<file path="config.mk">
export PLATFORM = sky130hd
export DESIGN_NAME = angle_lowpass_median_filter
export DESIGN_NICKNAME = d
export VERILOG_FILES = /design/src/design/alpmf_pkg.sv /design/src/design/alpmf_ring.sv /design/src/design/alpmf_lowpass.sv /design/src/design/alpmf_median.sv /design/src/design/angle_lowpass_median_filter.sv
export SDC_FILE = /design/constraint.sdc
export NUM_CORES = 2
export LEC_CHECK = 0
export BUFFER_PORTS_ARGS = -buffer_cell sky130_fd_sc_hd__buf_2
export CAP_MARGIN = 20
export CORE_MARGIN = 8
export CORE_UTILIZATION = 50
export CTS_BUF_LIST = sky130_fd_sc_hd__clkbuf_4 sky130_fd_sc_hd__clkbuf_8
export CTS_CLUSTER_SIZE = 16
export DETAILED_ROUTE_END_ITERATION = 10
export GPL_TIMING_DRIVEN = 1
export PLACE_DENSITY = 0.72
export SLEW_MARGIN = 30
export SYNTH_ARGS = -nofsm -noshare
export SYNTH_HDL_FRONTEND = slang
export SYNTH_SLANG_ARGS = --single-unit
</file>
<file path="constraint.sdc">
create_clock -name clk_i -period 11.8 [get_ports clk_i]
set_clock_uncertainty 0.1 [all_clocks]
set_input_delay 1.77 -clock clk_i [delete_from_list [all_inputs] [get_ports clk_i]]
set_output_delay 1.77 -clock clk_i [all_outputs]
set_load 0.02 [all_outputs]
</file>
<file path="src/design/alpmf_pkg.sv">
// shared constants, codes, types and helpers of the angle low-pass / median filter
package alpmf_pkg;

  localparam int MAX_WINDOW = 19;

  localparam int RawW      = 12;
  localparam int FracW     = 12;
  localparam int OutW      = RawW + FracW;
  localparam int AlphaW    = 16;
  localparam int AlphaFrac = 15;
  localparam int WinW      = 6;
  localparam int ThrW      = 12;
  localparam int ModeW     = 2;
  localparam int CfgIdxW   = 2;
  localparam int CfgDataW  = 16;
  localparam int RingAw    = $clog2(MAX_WINDOW);

  // filter modes
  localparam logic [ModeW-1:0] ModePass    = 2'd0;
  localparam logic [ModeW-1:0] ModeLowpass = 2'd1;
  localparam logic [ModeW-1:0] ModeMedian  = 2'd2;

  // register indexes
  localparam logic [CfgIdxW-1:0] CfgMode   = 2'd0;
  localparam logic [CfgIdxW-1:0] CfgAlpha  = 2'd1;
  localparam logic [CfgIdxW-1:0] CfgWindow = 2'd2;
  localparam logic [CfgIdxW-1:0] CfgThresh = 2'd3;

  // reset values
  localparam logic [AlphaFrac:0] AlphaOne = {1'b1, {AlphaFrac{1'b0}}};
  localparam logic [AlphaW-1:0]  AlphaRst = AlphaW'(AlphaOne);
  localparam logic [WinW-1:0]    WinRst   = WinW'(1);
  localparam logic [ThrW-1:0]    ThrRst   = ThrW'(2048);

  typedef struct packed {
    logic            start;
    logic [RawW-1:0] raw;
  } filt_req_t;

  typedef struct packed {
    logic            done;
    logic [OutW-1:0] value;
  } filt_rsp_t;

  function automatic logic [OutW-1:0] to_q12(logic [RawW-1:0] raw);
    return {raw, {FracW{1'b0}}};
  endfunction

endpackage

</file>
<file path="src/design/alpmf_ring.sv">
// sample ring memory: one write port, two registered read ports, per-entry valid bits
module alpmf_ring (
  input  logic                           clk_i,
  input  logic                           rst_ni,
  input  logic                           clr_i,
  input  logic                           we_i,
  input  logic [alpmf_pkg::RingAw-1:0]   waddr_i,
  input  logic [alpmf_pkg::RawW-1:0]     wdata_i,
  input  logic [alpmf_pkg::RingAw-1:0]   raddr_a_i,
  input  logic [alpmf_pkg::RingAw-1:0]   raddr_b_i,
  output logic [alpmf_pkg::RawW-1:0]     rdata_a_o,
  output logic [alpmf_pkg::RawW-1:0]     rdata_b_o
);

  logic [alpmf_pkg::RawW-1:0]       mem_q [alpmf_pkg::MAX_WINDOW];
  logic [alpmf_pkg::MAX_WINDOW-1:0] valid_q, valid_d;
  logic [alpmf_pkg::RawW-1:0]       rdata_a_q, rdata_b_q;
  logic                             rvld_a_q, rvld_b_q;

  // clear wins over old contents, the write of the same cycle wins over clear
  always_comb begin
    valid_d = clr_i ? '0 : valid_q;
    if (we_i) begin
      valid_d[waddr_i] = 1'b1;
    end
  end

  always_ff @(posedge clk_i or negedge rst_ni) begin
    if (!rst_ni) begin
      valid_q  <= '0;
      rvld_a_q <= 1'b0;
      rvld_b_q <= 1'b0;
    end else begin
      valid_q  <= valid_d;
      rvld_a_q <= valid_q[raddr_a_i];
      rvld_b_q <= valid_q[raddr_b_i];
    end
  end

  always_ff @(posedge clk_i) begin
    if (we_i) begin
      mem_q[waddr_i] <= wdata_i;
    end
    rdata_a_q <= mem_q[raddr_a_i];
    rdata_b_q <= mem_q[raddr_b_i];
  end

  // entries not written since reset or the last clear read as zero
  assign rdata_a_o = rvld_a_q ? rdata_a_q : '0;
  assign rdata_b_o = rvld_b_q ? rdata_b_q : '0;

endmodule

</file>
<file path="src/design/alpmf_lowpass.sv">
// exponential low-pass with jump snap, one multiply stage and one add stage
module alpmf_lowpass (
  input  logic                          clk_i,
  input  logic                          rst_ni,
  input  alpmf_pkg::filt_req_t          req_i,
  input  logic [alpmf_pkg::AlphaW-1:0]  alpha_i,
  input  logic [alpmf_pkg::ThrW-1:0]    thr_i,
  output alpmf_pkg::filt_rsp_t          rsp_o
);

  localparam int ProdW = (alpmf_pkg::AlphaFrac + 3) + (alpmf_pkg::OutW + 1);

  typedef enum logic [1:0] {L_IDLE, L_MUL, L_ADD} lstate_e;

  lstate_e                         state_q;
  logic [alpmf_pkg::OutW-1:0]      avg_q, avg_d;
  alpmf_pkg::filt_rsp_t            rsp_q;
  logic [alpmf_pkg::RawW-1:0]      raw_q;
  logic signed [ProdW-1:0]         prod_q, prod_d;
  logic                            snap_q, snap_d;

  logic [alpmf_pkg::OutW-1:0]      samp;
  logic [alpmf_pkg::AlphaFrac:0]   a_sat;
  logic signed [alpmf_pkg::AlphaFrac+2:0] a_s;
  logic signed [alpmf_pkg::OutW:0] diff_s;
  logic [alpmf_pkg::OutW:0]        mag;
  logic signed [ProdW-1:0]         sum;

  always_comb begin
    samp   = alpmf_pkg::to_q12(raw_q);
    a_sat  = (alpha_i > alpmf_pkg::AlphaOne) ? alpmf_pkg::AlphaOne : alpha_i;
    a_s    = $signed({2'b00, a_sat});
    diff_s = $signed({1'b0, samp}) - $signed({1'b0, avg_q});
    mag    = diff_s[alpmf_pkg::OutW] ? (alpmf_pkg::OutW+1)'(-diff_s)
                                     : (alpmf_pkg::OutW+1)'(diff_s);
    snap_d = mag > {1'b0, thr_i, {alpmf_pkg::FracW{1'b0}}};
    prod_d = a_s * diff_s;
    // avg * one + alpha * (sample - avg) + half, then drop the fraction
    sum    = $signed({{(ProdW-alpmf_pkg::OutW-alpmf_pkg::AlphaFrac){1'b0}}, avg_q,
                      {alpmf_pkg::AlphaFrac{1'b0}}})
           + prod_q
           + $signed(ProdW'(1) << (alpmf_pkg::AlphaFrac - 1));
    avg_d  = snap_q ? samp
                    : sum[alpmf_pkg::OutW+alpmf_pkg::AlphaFrac-1:alpmf_pkg::AlphaFrac];
  end

  always_ff @(posedge clk_i or negedge rst_ni) begin
    if (!rst_ni) begin
      state_q <= L_IDLE;
      avg_q   <= '0;
      rsp_q   <= '0;
    end else begin
      rsp_q.done <= 1'b0;
      unique case (state_q)
        L_IDLE: begin
          if (req_i.start) begin
            state_q <= L_MUL;
          end
        end
        L_MUL: begin
          state_q <= L_ADD;
        end
        L_ADD: begin
          avg_q       <= avg_d;
          rsp_q.done  <= 1'b1;
          rsp_q.value <= avg_d;
          state_q     <= L_IDLE;
        end
        default: state_q <= L_IDLE;
      endcase
    end
  end

  always_ff @(posedge clk_i) begin
    if (req_i.start) begin
      raw_q <= req_i.raw;
    end
    if (state_q == L_MUL) begin
      prod_q <= prod_d;
      snap_q <= snap_d;
    end
  end

  assign rsp_o = rsp_q;

endmodule

</file>
<file path="src/design/alpmf_median.sv">
// sliding median: ring update and rank-count selection over the ring memory
module alpmf_median (
  input  logic                         clk_i,
  input  logic                         rst_ni,
  input  alpmf_pkg::filt_req_t         req_i,
  input  logic [alpmf_pkg::WinW-1:0]   win_i,
  output alpmf_pkg::filt_rsp_t         rsp_o
);

  localparam int Aw = alpmf_pkg::RingAw;
  localparam int Ww = alpmf_pkg::WinW;

  typedef enum logic {M_IDLE, M_RUN} mstate_e;

  mstate_e              state_q;
  logic [Ww-1:0]        tracked_q;
  logic [Aw-1:0]        pos_q;
  logic [Aw-1:0]        i_q, j_q;
  logic                 iss_q, cmp_vld_q, cmp_last_q;
  logic [Ww-1:0]        lt_q, le_q;
  alpmf_pkg::filt_rsp_t rsp_q;

  logic                      win_chg, win_big, win_zero, store, ring_clr;
  logic [Aw-1:0]             wpos, pos_next;
  logic [Ww-1:0]             wpos_inc, k, lt_f, le_f;
  logic                      last_j, last_i, found;
  logic [alpmf_pkg::RawW-1:0] rd_a, rd_b;

  always_comb begin
    win_zero = win_i == '0;
    win_chg  = win_i != tracked_q;
    win_big  = win_i > Ww'(alpmf_pkg::MAX_WINDOW);
    wpos     = (win_chg || (Ww'(pos_q) >= win_i)) ? '0 : pos_q;
    wpos_inc = Ww'(wpos) + Ww'(1);
    pos_next = (wpos_inc == win_i) ? '0 : wpos_inc[Aw-1:0];
    store    = req_i.start && !win_zero && !win_big;
    ring_clr = req_i.start && !win_zero && win_chg;
    last_j   = Ww'(j_q) == (tracked_q - Ww'(1));
    last_i   = Ww'(i_q) == (tracked_q - Ww'(1));
    k        = {1'b0, tracked_q[Ww-1:1]};
    lt_f     = lt_q + Ww'(rd_b < rd_a);
    le_f     = le_q + Ww'(rd_b <= rd_a);
    // candidate a is the median when rank k falls in its run of equal values
    found    = cmp_vld_q && cmp_last_q && (lt_f <= k) && (k < le_f);
  end

  alpmf_ring u_ring (
    .clk_i     (clk_i),
    .rst_ni    (rst_ni),
    .clr_i     (ring_clr),
    .we_i      (store),
    .waddr_i   (wpos),
    .wdata_i   (req_i.raw),
    .raddr_a_i (i_q),
    .raddr_b_i (j_q),
    .rdata_a_o (rd_a),
    .rdata_b_o (rd_b)
  );

  always_ff @(posedge clk_i or negedge rst_ni) begin
    if (!rst_ni) begin
      state_q    <= M_IDLE;
      tracked_q  <= '0;
      pos_q      <= '0;
      i_q        <= '0;
      j_q        <= '0;
      iss_q      <= 1'b0;
      cmp_vld_q  <= 1'b0;
      cmp_last_q <= 1'b0;
      lt_q       <= '0;
      le_q       <= '0;
      rsp_q      <= '0;
    end else begin
      rsp_q.done <= 1'b0;
      unique case (state_q)
        M_IDLE: begin
          if (req_i.start) begin
            if (win_zero) begin
              rsp_q.done  <= 1'b1;
              rsp_q.value <= alpmf_pkg::to_q12(req_i.raw);
            end else begin
              if (win_chg) begin
                tracked_q <= win_i;
                pos_q     <= '0;
              end
              if (win_big) begin
                rsp_q.done  <= 1'b1;
                rsp_q.value <= alpmf_pkg::to_q12(req_i.raw);
              end else begin
                pos_q   <= pos_next;
                i_q     <= '0;
                j_q     <= '0;
                lt_q    <= '0;
                le_q    <= '0;
                iss_q   <= 1'b1;
                state_q <= M_RUN;
              end
            end
          end
        end
        M_RUN: begin
          // read issue: candidate i on port a, every j on port b
          cmp_vld_q  <= iss_q;
          cmp_last_q <= iss_q && last_j;
          if (iss_q) begin
            if (last_j) begin
              j_q <= '0;
              if (last_i) begin
                iss_q <= 1'b0;
              end else begin
                i_q <= i_q + Aw'(1);
              end
            end else begin
              j_q <= j_q + Aw'(1);
            end
          end
          // compare stage on the registered read data
          if (cmp_vld_q) begin
            if (cmp_last_q) begin
              lt_q <= '0;
              le_q <= '0;
            end else begin
              lt_q <= lt_f;
              le_q <= le_f;
            end
          end
          if (found) begin
            rsp_q.done  <= 1'b1;
            rsp_q.value <= alpmf_pkg::to_q12(rd_a);
            iss_q       <= 1'b0;
            cmp_vld_q   <= 1'b0;
            cmp_last_q  <= 1'b0;
            state_q     <= M_IDLE;
          end
        end
        default: state_q <= M_IDLE;
      endcase
    end
  end

  assign rsp_o = rsp_q;

  a_iss_range: assert property (@(posedge clk_i) disable iff (!rst_ni)
    iss_q |-> (Ww'(i_q) < tracked_q) && (Ww'(j_q) < tracked_q))
    else $error("median read index outside the window");

  a_cmp_in_run: assert property (@(posedge clk_i) disable iff (!rst_ni)
    cmp_vld_q |-> state_q == M_RUN)
    else $error("compare stage active outside a selection");

  a_start_idle: assert property (@(posedge clk_i) disable iff (!rst_ni)
    req_i.start |-> state_q == M_IDLE && !iss_q)
    else $error("median started while busy");

  a_last_row_hits: assert property (@(posedge clk_i) disable iff (!rst_ni)
    (cmp_vld_q && cmp_last_q && !iss_q) |-> found)
    else $error("no median found after the last candidate");

endmodule

</file>
<file path="src/design/angle_lowpass_median_filter.sv">
// top level of the angle filter: registers, mode dispatch and output register
//
// channel   dir  handshake                      payload
// s_axis    in   s_axis_tvalid / s_axis_tready  tdata[11:0] raw_angle, [15:12] zero
// m_axis    out  m_axis_tvalid / m_axis_tready  tdata[23:0] filtered_angle
// cfg       in   cfg_we_i (no wait)             cfg_idx_i register, cfg_wdata_i value
//
// results pass res_q, then the output register, before m_axis_tvalid; pass-through
//   (mode 0, mode 3) loads res_q directly, median mode with window 0 or above MAX_WINDOW
//   via the median response register, low-pass via its 18x25 multiply and add states
// median: rank-count sweep reading the ring memory on two ports, one compare per cycle
// s_axis_tready returns the cycle after the result is loaded into the output register
// reset clears FSM and output registers, average, ring valid bits; no clearing pass
// a waiting result sits in the output register while the next transaction is taken
module angle_lowpass_median_filter (
  input  logic                            clk_i,
  input  logic                            rst_ni,
  input  logic                            s_axis_tvalid,
  output logic                            s_axis_tready,
  input  logic [15:0]                     s_axis_tdata,  // [11:0] raw_angle
  output logic                            m_axis_tvalid,
  input  logic                            m_axis_tready,
  output logic [23:0]                     m_axis_tdata,  // [23:0] filtered_angle
  input  logic                            cfg_we_i,
  input  logic [alpmf_pkg::CfgIdxW-1:0]   cfg_idx_i,
  input  logic [alpmf_pkg::CfgDataW-1:0]  cfg_wdata_i
);

  typedef enum logic [1:0] {S_IDLE, S_WAIT, S_RESULT} state_e;

  // configuration registers
  logic [alpmf_pkg::ModeW-1:0]  mode_q;
  logic [alpmf_pkg::AlphaW-1:0] alpha_q;
  logic [alpmf_pkg::WinW-1:0]   win_q;
  logic [alpmf_pkg::ThrW-1:0]   thr_q;

  state_e                       state_q;
  logic [alpmf_pkg::OutW-1:0]   res_q;
  logic                         out_vld_q;
  logic [alpmf_pkg::OutW-1:0]   out_data_q;

  logic                         in_xfer;
  logic [alpmf_pkg::RawW-1:0]   raw;
  alpmf_pkg::filt_req_t         lp_req, med_req;
  alpmf_pkg::filt_rsp_t         lp_rsp, med_rsp;

  // register writes take effect at once; writes belong between transactions
  always_ff @(posedge clk_i or negedge rst_ni) begin
    if (!rst_ni) begin
      mode_q  <= alpmf_pkg::ModePass;
      alpha_q <= alpmf_pkg::AlphaRst;
      win_q   <= alpmf_pkg::WinRst;
      thr_q   <= alpmf_pkg::ThrRst;
    end else if (cfg_we_i) begin
      unique case (cfg_idx_i)
        alpmf_pkg::CfgMode:   mode_q  <= cfg_wdata_i[alpmf_pkg::ModeW-1:0];
        alpmf_pkg::CfgAlpha:  alpha_q <= cfg_wdata_i[alpmf_pkg::AlphaW-1:0];
        alpmf_pkg::CfgWindow: win_q   <= cfg_wdata_i[alpmf_pkg::WinW-1:0];
        alpmf_pkg::CfgThresh: thr_q   <= cfg_wdata_i[alpmf_pkg::ThrW-1:0];
        default: ;
      endcase
    end
  end

  assign s_axis_tready = state_q == S_IDLE;
  assign in_xfer       = s_axis_tvalid && s_axis_tready;
  assign raw           = s_axis_tdata[alpmf_pkg::RawW-1:0];

  // only the selected filter sees the sample, the other keeps its state
  assign lp_req.start  = in_xfer && (mode_q == alpmf_pkg::ModeLowpass);
  assign lp_req.raw    = raw;
  assign med_req.start = in_xfer && (mode_q == alpmf_pkg::ModeMedian);
  assign med_req.raw   = raw;

  alpmf_lowpass u_lowpass (
    .clk_i   (clk_i),
    .rst_ni  (rst_ni),
    .req_i   (lp_req),
    .alpha_i (alpha_q),
    .thr_i   (thr_q),
    .rsp_o   (lp_rsp)
  );

  alpmf_median u_median (
    .clk_i  (clk_i),
    .rst_ni (rst_ni),
    .req_i  (med_req),
    .win_i  (win_q),
    .rsp_o  (med_rsp)
  );

  always_ff @(posedge clk_i or negedge rst_ni) begin
    if (!rst_ni) begin
      state_q    <= S_IDLE;
      res_q      <= '0;
      out_vld_q  <= 1'b0;
      out_data_q <= '0;
    end else begin
      // output slot drains on a master-side transaction
      if (m_axis_tready) begin
        out_vld_q <= 1'b0;
      end
      unique case (state_q)
        S_IDLE: begin
          if (in_xfer) begin
            case (mode_q) inside
              alpmf_pkg::ModeLowpass,
              alpmf_pkg::ModeMedian: state_q <= S_WAIT;
              default: begin
                // pass-through and the unused mode code
                res_q   <= alpmf_pkg::to_q12(raw);
                state_q <= S_RESULT;
              end
            endcase
          end
        end
        S_WAIT: begin
          if (lp_rsp.done) begin
            res_q   <= lp_rsp.value;
            state_q <= S_RESULT;
          end else if (med_rsp.done) begin
            res_q   <= med_rsp.value;
            state_q <= S_RESULT;
          end
        end
        S_RESULT: begin
          if (!out_vld_q || m_axis_tready) begin
            out_vld_q  <= 1'b1;
            out_data_q <= res_q;
            state_q    <= S_IDLE;
          end
        end
        default: state_q <= S_IDLE;
      endcase
    end
  end

  assign m_axis_tvalid = out_vld_q;
  assign m_axis_tdata  = out_data_q;

  a_rsp_exclusive: assert property (@(posedge clk_i) disable iff (!rst_ni)
    !(lp_rsp.done && med_rsp.done))
    else $error("both filters answered in one cycle");

  a_rsp_when_waiting: assert property (@(posedge clk_i) disable iff (!rst_ni)
    (lp_rsp.done || med_rsp.done) |-> state_q == S_WAIT)
    else $error("filter answer while no sample is outstanding");

  a_pass_direct: assert property (@(posedge clk_i) disable iff (!rst_ni)
    (in_xfer && mode_q != alpmf_pkg::ModeLowpass && mode_q != alpmf_pkg::ModeMedian)
      |=> state_q == S_RESULT && res_q == alpmf_pkg::to_q12($past(raw)))
    else $error("pass-through sample not taken straight to the result");

endmodule

</file>
==> reports/results.txt <==
clock slew at reported path FFs - 0.06 ns
Sink Count - 475
average size of a mapped cell - 10.61 sq um
ys flop type - edfxtp_1
CORE AREA - 75440 sq um
hold_buf cts - 0
syn nets - 4159
CP Launch Type - flip-flop
DRT iter0 DRCs - 2126
Worst Setup Path Type - flip-flop to flip-flop
Area Overhead vs Synth - 8.859%
GRT Total Usage - 23.46%
Synth area leaders - edfxtp_1, fa_1, dfrtp_1
RSZ-0062 raised after global routing - no
HP Class - flip-flop to flip-flop
via count - 26.89k
Cells after Synth - 3569
count leader, synth - inv_1
CTS tree - built
outcome - finished clean
latest clock arrival within the worst-skew pair - 0.69 ns
vias in the first global route - 27.71k
Commonest cells post-synth - inv_1, nand2_1, fa_1, nor2_1, edfxtp_1
max incr delay on CP - 0.81 ns
cell depth of the worst hold path - 1
total die area - 84790 sq um
global route overflow - 0
Max Cap Violations - 0
root buffer cell - clkbuf_8
initial core utilization - 50.19%
Final setup viols - 0
Worst Reg-to-Reg Cells - 28
Slew @ Worst Pin - 1.061 ns
Synth async-reset ratio - 38.95%
post-CTS sizing - 0
pins over their slew limit - 0
DIE HEIGHT - 291.2 microns
total wire length - 100200 microns
share of the synthesized area in the top cell type - 21.10%
worst-case clock buffer depth - 3
post-synthesis sequential area ratio - 34.60%
YS warnings - 0
largest net degree at the start of global routing - 72
share of cells above drive strength 1 - 13.97%
DPL Wire Length - 71450 microns
final net count - 4194
Worst Setup End Kind - flip-flop
Worst Min Path Start - u_lowpass.state_q[0]$_DFFE_PN0P_
DR WL/cell - 21.53 microns
Setup TNS Final - 0 ns
Reg-to-Reg End - u_lowpass.prod_q[38]$_DFFE_PN_
worst setup path startpoint - u_lowpass.avg_q[0]$_DFFE_PN0P_
WHS Endpoint - u_lowpass.state_q[0]$_DFFE_PN0P_
TritonCTS Buffers - 82
CP dominant cell by count - fa_1
gpl congestion - 0.9316
DRT Pass-1 Iters - 6
Critical Path RT - 12.11 ns
buffer count from post-CTS setup fixing - 0
Max transition margin - 28.77%
initial antenna violation count - 3
crit path max fanout - 17
FMAX - 101.9 MHz
distinct cell type count after synthesis - 88
Die X-Extent - 291.2 microns
# H-tree levels - 3
Std-Cell Rows - 101
minimum clock period after layout - 9.817 ns
Via density - 5.782
EDFF count, synth - 266
area leader, netlist - edfxtp_1
worst reg-to-reg setup slack - 1.98 ns
Tcrit/Tclk final - 83.19%
DRC - 0
Seq cells post-synth - 475
CP max stage cell - xor2_2
CP arrival - 10.13 ns
PortBufs - 60
r2r startpoint - u_lowpass.avg_q[0]$_DFFE_PN0P_
Final Hold Fails - 0
Antenna Nets Post-Route - 0
IO Count - 65
first-pass GRT wire length - 156400 microns
Synth Cell Area - 37860 sq um
-- registers in the layout, indices dropped and copies added (netlist names), 13 cells and up --
signal / count
u_lowpass.avg_q: 24
m_axis_tdata: 24
u_median.rsp_o: 13
u_lowpass.prod_q: 25
u_median.u_ring.valid_q: 19
alpha_q: 16
u_median.u_ring.mem_q: 228
res_q: 24
-- per-stage QoR --
step / hold slack [ns] / area, sq um / utilization [%] / worst slack, ns / std cells
global placement: 0.3533 / 39330 / 52.13 / 2.228 / 4495
finish: 0.3730 / 41220 / 54.63 / 1.983 / 4651
floorplan: 0.3294 / 37860 / - / 3.630 / 3569
global route: 0.4066 / 41220 / 54.63 / 1.452 / 4651
CTS: 0.3708 / 41150 / 54.55 / 2.017 / 4646
detailed placement: 0.3662 / 39360 / 52.17 / 2.011 / 4495
-- logic make-up after synthesis --
family	Yosys count	synth area share, %
compound gates	486	8.235
xor+xnor	139	3.324
fa+ha+maj	551	25.54
buf+inv	700	7.012
flops	475	34.60
mux	255	9.642
simple gates	963	11.64
-- worst max path at each step --
stage / slack, ns / depth (start not counted) / endpoint
finish: 1.98 / 28 / u_lowpass.prod_q[38]$_DFFE_PN_
global route: 1.45 / 28 / u_lowpass.prod_q[38]$_DFFE_PN_
CTS: 2.02 / 28 / u_lowpass.prod_q[38]$_DFFE_PN_
detailed placement: 2.01 / 28 / u_lowpass.prod_q[38]$_DFFE_PN_
global placement: 2.23 / 27 / u_lowpass.prod_q[38]$_DFFE_PN_
floorplan: 3.63 / 29 / u_lowpass.prod_q[38]$_DFFE_PN_
-- placed cells by master, fill, tap and decap left out, drive strengths merged, types with 40 or more instances in the layout --
cell	instances
nand2	383
mux2i	79
ha	181
and2	64
inv	528
buf	126
dfrtp	182
clkbuf	118
a21oi	133
mux2	98
a21o	42
xnor2	88
fa	370
nand3	41
a211oi	41
xor2	51
nor3	40
nor2	282
edfxtp	266
o21ai	114
mux4	78
-- critical path, delay by kind of cell (launching register included) --
| kind | cells | cell delay [ns] |
|---|---|---|
| adders and majority gates | 8 | 3.57 |
| AOI/OAI and AO/OA | 8 | 2.40 |
| and+or+nand+nor | 3 | 1.00 |
| xor gates and xnor gates | 2 | 0.97 |
| buffers and inverters | 7 | 0.83 |
| DFF | 1 | 0.69 |
-- final cells by class --
cell class              instances  area (sq um)
diodes                          2         5.005
inverters                     524          1967
clock buffers                 117          1473
clock inverters                34         320.3
multi-input cells            2394         22290
well taps                     978          1224
repair buffers                127         828.3
flip-flops and latches        475         13110
fillers                      6399         34230
-- layer usage --
| layer | track usage (%) | vias to the layer above | share of wire (%) |
|---|---|---|---|
| met2 | 38.89 | 1262 | 48 |
| met4 | 10.01 | 0 | 4.3 |
| li1 | - | 12000 | - |
| met1 | 29.77 | 13350 | 39 |
| met5 | 0 | - | 0 |
| met3 | 4.959 | 282 | 8.7 |
Power is left out: the tool's default activity adds up to more than one toggle a clock period on the data nets, which glitch-free logic cannot reach.
